### config.mk
export PLATFORM = sky130hd
export DESIGN_NAME = region_address_decoder_mpu
export DESIGN_NICKNAME = d
export VERILOG_FILES = /design/src/design/rad_pkg.sv /design/src/design/rad_slot_table.sv /design/src/design/rad_decide.sv /design/src/design/region_address_decoder_mpu.sv
export SDC_FILE = /design/constraint.sdc
export NUM_CORES = 2
export LEC_CHECK = 0
export BUFFER_PORTS_ARGS = -buffer_cell sky130_fd_sc_hd__buf_2
export CELL_PAD_IN_SITES_DETAIL_PLACEMENT = 1
export CELL_PAD_IN_SITES_GLOBAL_PLACEMENT = 1
export CORE_MARGIN = 10
export CORE_UTILIZATION = 33
export DETAILED_ROUTE_END_ITERATION = 10
export PLACE_DENSITY_LB_ADDON = 0.15
export SLEW_MARGIN = 20
export SYNTH_ARGS = -nofsm -noshare
export SYNTH_HDL_FRONTEND = slang
export SYNTH_SLANG_ARGS = --single-unit
### constraint.sdc
create_clock -name clk_i -period 20.1 [get_ports clk_i]
set_clock_uncertainty 0.2 [all_clocks]
set_input_delay 2.01 -clock clk_i [delete_from_list [all_inputs] [get_ports clk_i]]
set_output_delay 2.01 -clock clk_i [all_outputs]
set_load 0.05 [all_outputs]
### src/design/rad_pkg.sv
// ----------------------------------------------------------------------------
// rad_pkg: shared types and constants of the region address decoder
// Widths, operation and status codes, and the structs that pass between
// the slot table, the decision logic and the top level.
// ----------------------------------------------------------------------------
package rad_pkg;

  localparam int MaxRegions = 16;
  localparam int IdxW       = 4;
  localparam int AddrW      = 32;
  localparam int EndW       = AddrW + 1;
  localparam int PermW      = 3;
  localparam int StatW      = 3;
  localparam int OpW        = 2;

  localparam logic [EndW-1:0] AddrLimit = {1'b1, {AddrW{1'b0}}};

  localparam logic [OpW-1:0] OpAccess  = 2'd0;
  localparam logic [OpW-1:0] OpMapRam  = 2'd1;
  localparam logic [OpW-1:0] OpMapMmio = 2'd2;

  localparam logic [StatW-1:0] StOk          = 3'd0;
  localparam logic [StatW-1:0] StInvalid     = 3'd1;
  localparam logic [StatW-1:0] StOutOfBounds = 3'd2;
  localparam logic [StatW-1:0] StOverlap     = 3'd3;
  localparam logic [StatW-1:0] StViolation   = 3'd4;
  localparam logic [StatW-1:0] StUnmapped    = 3'd5;
  localparam logic [StatW-1:0] StTableFull   = 3'd6;
  localparam logic [StatW-1:0] StUnsupported = 3'd7;

  localparam int PermExec = 2;

  typedef struct packed {
    logic [OpW-1:0]   operation;
    logic [AddrW-1:0] address;
    logic [AddrW-1:0] length;
    logic [PermW-1:0] perms;
    logic [AddrW-1:0] phys_offset;
  } req_t;

  // delta is added to a guest address to give the translated offset
  typedef struct packed {
    logic             en;
    logic [IdxW-1:0]  idx;
    logic [AddrW-1:0] base;
    logic [EndW-1:0]  last;
    logic [PermW-1:0] perms;
    logic             mmio;
    logic [AddrW-1:0] delta;
  } slot_wr_t;

  typedef struct packed {
    logic [MaxRegions-1:0] valid;
    logic                  any_hit;
    logic [IdxW-1:0]       hit_idx;
    logic [EndW-1:0]       hit_last;
    logic [PermW-1:0]      hit_perms;
    logic                  hit_mmio;
    logic [AddrW-1:0]      hit_delta;
    logic                  any_overlap;
    logic                  has_free;
    logic [IdxW-1:0]       free_idx;
  } table_info_t;

  typedef struct packed {
    logic [StatW-1:0] status;
    logic [IdxW-1:0]  idx;
    logic             mmio;
    logic [AddrW-1:0] offset;
  } result_t;

endpackage

### src/design/rad_slot_table.sv
// ----------------------------------------------------------------------------
// rad_slot_table: region slot storage with parallel range compare
// Holds the region entries, compares every valid slot against the query
// range, and returns the lowest hit, the lowest free slot and overlap.
// ----------------------------------------------------------------------------
module rad_slot_table
  import rad_pkg::*;
(
  input  logic             clk_i,
  input  logic             rst_ni,
  input  slot_wr_t         wr_i,
  input  logic [AddrW-1:0] q_addr_i,
  input  logic [EndW-1:0]  q_end_i,
  output table_info_t      info_o
);

  logic [MaxRegions-1:0] valid_q;
  logic [AddrW-1:0]      base_q  [MaxRegions];
  logic [EndW-1:0]       last_q  [MaxRegions];
  logic [PermW-1:0]      perms_q [MaxRegions];
  logic                  mmio_q  [MaxRegions];
  logic [AddrW-1:0]      delta_q [MaxRegions];

  logic [MaxRegions-1:0] hit;
  logic [MaxRegions-1:0] ovl;

  always_ff @(posedge clk_i or negedge rst_ni) begin
    if (!rst_ni) begin
      valid_q <= '0;
    end else if (wr_i.en) begin
      valid_q[wr_i.idx] <= 1'b1;
    end
  end

  always_ff @(posedge clk_i) begin
    if (wr_i.en) begin
      base_q[wr_i.idx]  <= wr_i.base;
      last_q[wr_i.idx]  <= wr_i.last;
      perms_q[wr_i.idx] <= wr_i.perms;
      mmio_q[wr_i.idx]  <= wr_i.mmio;
      delta_q[wr_i.idx] <= wr_i.delta;
    end
  end

  always_comb begin
    for (int i = 0; i < MaxRegions; i++) begin
      hit[i] = valid_q[i] && (q_addr_i >= base_q[i]) && ({1'b0, q_addr_i} < last_q[i]);
      ovl[i] = valid_q[i] && ({1'b0, q_addr_i} < last_q[i]) && ({1'b0, base_q[i]} < q_end_i);
    end
  end

  always_comb begin
    info_o             = '0;
    info_o.valid       = valid_q;
    info_o.any_hit     = |hit;
    info_o.any_overlap = |ovl;
    info_o.has_free    = ~&valid_q;
    for (int i = MaxRegions - 1; i >= 0; i--) begin
      if (hit[i]) begin
        info_o.hit_idx   = IdxW'(i);
        info_o.hit_last  = last_q[i];
        info_o.hit_perms = perms_q[i];
        info_o.hit_mmio  = mmio_q[i];
        info_o.hit_delta = delta_q[i];
      end
      if (!valid_q[i]) begin
        info_o.free_idx = IdxW'(i);
      end
    end
  end

endmodule

### src/design/rad_decide.sv
// ----------------------------------------------------------------------------
// rad_decide: operation checks and result selection
// Applies the map and access checks in order, builds the result and the
// slot write for a successful map.
// ----------------------------------------------------------------------------
module rad_decide
  import rad_pkg::*;
(
  input  req_t             req_i,
  input  logic [EndW-1:0]  req_end_i,
  input  logic [EndW-1:0]  ram_size_i,
  input  table_info_t      info_i,
  output result_t          res_o,
  output slot_wr_t         wr_o
);

  logic            is_mmio_map;
  logic [EndW-1:0] ram_end;

  assign is_mmio_map = (req_i.operation == OpMapMmio);
  assign ram_end     = {1'b0, req_i.phys_offset} + {1'b0, req_i.length};

  always_comb begin
    res_o        = '0;
    res_o.status = StInvalid;
    wr_o         = '0;
    wr_o.idx     = info_i.free_idx;
    wr_o.base    = req_i.address;
    wr_o.last    = req_end_i;
    wr_o.perms   = req_i.perms;
    wr_o.mmio    = is_mmio_map;
    wr_o.delta   = is_mmio_map ? (AddrW'(0) - req_i.address)
                               : (req_i.phys_offset - req_i.address);
    case (req_i.operation)
      OpAccess: begin
        if (req_i.length == '0) begin
          res_o.status = StInvalid;
        end else if (req_end_i > AddrLimit) begin
          res_o.status = StOutOfBounds;
        end else if (!info_i.any_hit) begin
          res_o.status = StUnmapped;
        end else begin
          res_o.idx  = info_i.hit_idx;
          res_o.mmio = info_i.hit_mmio;
          if (req_end_i > info_i.hit_last) begin
            res_o.status = StOutOfBounds;
          end else if ((info_i.hit_perms & req_i.perms) != req_i.perms) begin
            res_o.status = StViolation;
          end else if (info_i.hit_mmio && req_i.perms[PermExec]) begin
            res_o.status = StUnsupported;
          end else begin
            res_o.status = StOk;
            res_o.offset = req_i.address + info_i.hit_delta;
          end
        end
      end
      OpMapRam, OpMapMmio: begin
        if (req_i.length == '0) begin
          res_o.status = StInvalid;
        end else if (req_end_i > AddrLimit) begin
          res_o.status = StOutOfBounds;
        end else if (!is_mmio_map && (ram_end > ram_size_i)) begin
          res_o.status = StOutOfBounds;
        end else if (info_i.any_overlap) begin
          res_o.status = StOverlap;
        end else if (!info_i.has_free) begin
          res_o.status = StTableFull;
        end else begin
          res_o.status = StOk;
          res_o.idx    = info_i.free_idx;
          res_o.mmio   = is_mmio_map;
          wr_o.en      = 1'b1;
        end
      end
      default: begin
        res_o.status = StInvalid;
      end
    endcase
  end

endmodule

### src/design/region_address_decoder_mpu.sv
// ----------------------------------------------------------------------------
// region_address_decoder_mpu: guest region decoder with protection checks
// The request is held in the input register and the decision in the result register.
// Throughput: one operation per cycle; busy_o is never raised.
// A map updates the slot table in time for the very next operation.
// The one pass from input register to result register sets the rate.
// Reset clears the slot table valid bits, ram_size and both valid flags.
// ----------------------------------------------------------------------------
module region_address_decoder_mpu
  import rad_pkg::*;
(
  input  logic              clk_i,
  input  logic              rst_ni,
  input  logic              start_i,
  output logic              busy_o,
  input  logic [OpW-1:0]    operation_i,
  input  logic [AddrW-1:0]  address_i,
  input  logic [AddrW-1:0]  length_i,
  input  logic [PermW-1:0]  perms_i,
  input  logic [AddrW-1:0]  phys_offset_i,
  input  logic              cfg_we_i,
  input  logic [EndW-1:0]   cfg_wdata_i,
  output logic              result_valid_o,
  output logic [StatW-1:0]  status_o,
  output logic [IdxW-1:0]   region_index_o,
  output logic              region_is_mmio_o,
  output logic [AddrW-1:0]  target_offset_o
);

  logic            in_valid_q;
  req_t            req_q;
  logic [EndW-1:0] ram_size_q;
  logic            res_valid_q;
  result_t         res_q;

  logic [EndW-1:0] req_end;
  table_info_t     info;
  result_t         res_d;
  slot_wr_t        wr_raw;
  slot_wr_t        wr;

  assign busy_o  = 1'b0;
  assign req_end = {1'b0, req_q.address} + {1'b0, req_q.length};

  always_ff @(posedge clk_i or negedge rst_ni) begin
    if (!rst_ni) begin
      in_valid_q  <= 1'b0;
      res_valid_q <= 1'b0;
      ram_size_q  <= '0;
    end else begin
      in_valid_q  <= start_i && !busy_o;
      res_valid_q <= in_valid_q;
      if (cfg_we_i) begin
        ram_size_q <= cfg_wdata_i;
      end
    end
  end

  always_ff @(posedge clk_i) begin
    if (start_i && !busy_o) begin
      req_q.operation   <= operation_i;
      req_q.address     <= address_i;
      req_q.length      <= length_i;
      req_q.perms       <= perms_i;
      req_q.phys_offset <= phys_offset_i;
    end
    if (in_valid_q) begin
      res_q <= res_d;
    end
  end

  rad_slot_table u_table (
    .clk_i    (clk_i),
    .rst_ni   (rst_ni),
    .wr_i     (wr),
    .q_addr_i (req_q.address),
    .q_end_i  (req_end),
    .info_o   (info)
  );

  rad_decide u_decide (
    .req_i      (req_q),
    .req_end_i  (req_end),
    .ram_size_i (ram_size_q),
    .info_i     (info),
    .res_o      (res_d),
    .wr_o       (wr_raw)
  );

  always_comb begin
    wr    = wr_raw;
    wr.en = wr_raw.en && in_valid_q;
  end

  assign result_valid_o   = res_valid_q;
  assign status_o         = res_q.status;
  assign region_index_o   = res_q.idx;
  assign region_is_mmio_o = res_q.mmio;
  assign target_offset_o  = res_q.offset;

  a_result_follows: assert property (@(posedge clk_i) disable iff (!rst_ni)
    (start_i && !busy_o) |=> ##1 result_valid_o)
    else $error("result strobe missing after start transfer");

  a_no_offset_on_error: assert property (@(posedge clk_i) disable iff (!rst_ni)
    (result_valid_o && status_o != StOk) |-> (target_offset_o == '0))
    else $error("offset set on a failed operation");

  a_map_fills_slot: assert property (@(posedge clk_i) disable iff (!rst_ni)
    wr.en |=> ($countones(info.valid) == $past($countones(info.valid)) + 1))
    else $error("successful map did not occupy exactly one slot");

  a_write_needs_free: assert property (@(posedge clk_i) disable iff (!rst_ni)
    wr.en |-> !info.valid[wr.idx])
    else $error("map wrote an occupied slot");

endmodule

==> impl_results.md <==
- Worst slew margin: 20.4%
- Area growth, synth to finish: 14.4%
- Area occupied by multi-input gates: 49600 um^2
- Tcrit/Tclk final: 56.0%
- Layout cells sized above 1: 9.48%
- Fin. Hold Viols: 0
- CP arrival: 11.56 ns
- Non-filler cells in the finished layout: 14400
- WS Path Type: register to register
- Die area: 351000 um^2
- Routed length per placed instance: 32.7 um
- Library cells used by synthesis: 95
- Top cell family by delay on the critical path: buffers and inverters
- CTS tree: built
- Final core utilization: 37.8%
- CP Data Required Time: 20.41 ns
- Global-route wire length before repair: 655000 um
- CTS Buf Count: 218
- Clk sinks: 1808
- Commonest cells in the netlist: edfxtp_1, ha_1, inv_1, nand2_1, a21oi_1
- GRT Total Usage: 26.0%
- Row count: 210
- Slowest cell on crit path: and4_4
- Top-count cell post-synth: edfxtp_1
- Die Ht: 592 um
- Fraction of registers with async set/reset: 2.82%
- Clk root buf: clkbuf_16
- Hold Path Class: register to register
- Yosys reg bits: 1808
- Routed Wire Length: 471000 um
- Worst path max stage delay: 0.80 ns
- Starting DRT DRC Count: 6344
- Vias in the first global route: 87800
- Vias: 82800
- Synth area leaders: edfxtp_1, ha_1, inv_1, a21oi_1, o21ai_0
- ANT nets after route: 0
- Tot Pwr: 11.9 mW
- Setup crit start kind: register
- Fmax: 88.9 MHz
- I/O Buffers: 178
- Pwr/cell area: 96.5 nW/um^2
- Primary FF master, synth: edfxtp_1
- Final setup fails: 0
- NumNets Final: 11700
- Initial DRT Pass Iterations: 6
- Initial Util: 33.1%
- Register area: 54000 um^2
- Fillers: 35400
- Clock Pin Slew Worst Setup and Hold Paths: 0.06 ns
- Worst slew pin tran: 1.19 ns
- I/O pins: 180
- Vias/cell: 5.74
- RSZ-0062 raised after global routing: false
- Status: finished clean
- Min cycle time layout: 11.25 ns
- Setup TNS: 0 ns
- Initial antenna violation count: 39
- Post-Synthesis Cells: 9400
- Bufs on Longest Clock Path: 4
- Max Cap Viol: 0
- H-tree depth: 4
- Cell area after synthesis: 108000 um^2
- Core area: 327000 um^2
- DRC: 0
- Clock insertion delay at the later pin of the skew report: 0.97 ns
- Top cell by count, worst path: buf_4
- Placed cell area: 117000 um^2
- Placed Cells incl. Taps: 14000
- CP Buf/Inv Count: 11
- Chip Width: 592 um
- Worst VDD drop: 83.8 uV
- CTS hold repair buffers: 0
- Largest net degree at the start of global routing: 102
- Slew Limit Fails: 0
- Synth warn: 0
- LEAKAGE: 51.4 nW
- Register area share after synthesis: 50.0%
- Crit-path max FO: 42
- EDFF count, synth: 1757
- Setup bufs post-CTS: 0
- Syn Area/Cell: 11.5 um^2
- DPL Wire Length: 334000 um
- Global route overflow: 0
- Routability cong.: 0.918
- PostCTS Resize Cnt: 0
- Area share of the largest cell type after synthesis: 48.9%
- Syn Nets: 11200
- Cell area after layout: 124000 um^2
- Area leader, netlist: edfxtp_1
- CP Capture Type: register
## sequential cells by signal, indices dropped and copies added (netlist names)
register          flops
status_o              3
region_index_o        4
in_valid_q            1
u_table.last_q      528
result_valid_o        1
target_offset_o      32
req_q               101
ram_size_q           33
u_table.perms_q      48
region_is_mmio_o      1
u_table.mmio_q       16
u_table.delta_q     512
u_table.base_q      512
u_table.valid_q      16
## final cells by class
cell class	instances	area share (%)
flip-flops and latches	1808	43.7
multi-input cells	6211	40.1
clock buffers	273	4.67
well taps	4346	4.40
inverters	1172	3.56
repair buffers	462	2.62
clock inverters	128	0.877
diodes	21	0.0425
## routing by layer
| metal | GRT usage (%) | up-vias | wire length (um) |
|---|---|---|---|
| li1 | - | 36700 | - |
| met3 | 3.16 | 897 | 23300 |
| met5 | 0 | - | 23 |
| met4 | 14.7 | 4 | 31700 |
| met1 | 32.0 | 42600 | 193000 |
| met2 | 44.1 | 2583 | 223000 |
## worst register-to-register path: cells and delay by family (launching register included)
family          cells  cell delay (ns)
compound gates      8             1.72
xor+xnor            1             0.19
fa+ha+maj           2             0.79
buf+inv            11             4.10
flops               1             0.33
simple gates       12             3.52
## placed cells by master (no fill, tap or decap), types with 44 or more instances in the layout
cell | netlist | routed
edfxtp_1 | 1757 | 1757
ha_1 | 1699 | 1698
inv_1 | 1172 | 1170
nand2_1 | 573 | 569
a21oi_1 | 568 | 565
o21ai_0 | 525 | 517
nor2_1 | 350 | 339
a21o_1 | 306 | 306
buf_4 | 1 | 266
clkbuf_16 | 0 | 221
nand4_1 | 179 | 179
buf_2 | 14 | 177
o211ai_1 | 153 | 153
nand3_1 | 152 | 149
a211oi_1 | 139 | 137
nor3_1 | 106 | 103
nor2b_1 | 91 | 91
a31oi_1 | 91 | 90
o22ai_1 | 87 | 87
a221oi_1 | 87 | 85
o221ai_1 | 78 | 78
o21a_1 | 77 | 77
nand2b_1 | 72 | 72
clkinv_1 | 0 | 62
dfrtp_1 | 51 | 50
o2111ai_1 | 48 | 48
clkbuf_1 | 160 | 48
a221o_1 | 46 | 46
xnor2_1 | 70 | 44
## report_power, final
group	leakage [nW]	switching (mW)	total, mW	internal [mW]
logic	31.5	2.45	3.53	1.08
clock network	3.34	1.72	3.93	2.22
registers	16.6	0.0537	4.46	4.40
## cells by family after synthesis
group | share of synthesized area (%)
simple gates | 8.27
fa+ha+maj | 19.8
xor+xnor | 0.890
mux | 0.458
flops | 50.0
buf+inv | 4.83
other cells | 0.00347
compound gates | 15.8
## stage by stage
step           hold slack [ns]  worst slack (ns)
2_1_floorplan            0.287              1.37
3_3_place_gp             0.325              7.61
3_5_place_dp             0.325              8.97
4_1_cts                  0.345              8.88
5_1_grt                  0.365              8.41
6_report                 0.344              8.85
## path summary, 6_finish.rpt
path                           startpoint                endpoint  slack (ns)  cells past startpoint
hold / removal             ram_size_q[25]          ram_size_q[25]        0.34                      2
hold reg to reg            ram_size_q[25]          ram_size_q[25]        0.34                      2
max in group asynchronous          rst_ni     u_table.valid_q[14]       17.73                      2
setup reg to reg                req_q[73]  u_table.last_q[14][23]        8.85                     34
setup / recovery                req_q[73]  u_table.last_q[14][23]        8.85                     34
min in group asynchronous          rst_ni           ram_size_q[7]        0.80                      1
Note: power is estimated with default switching activity, not from simulation.
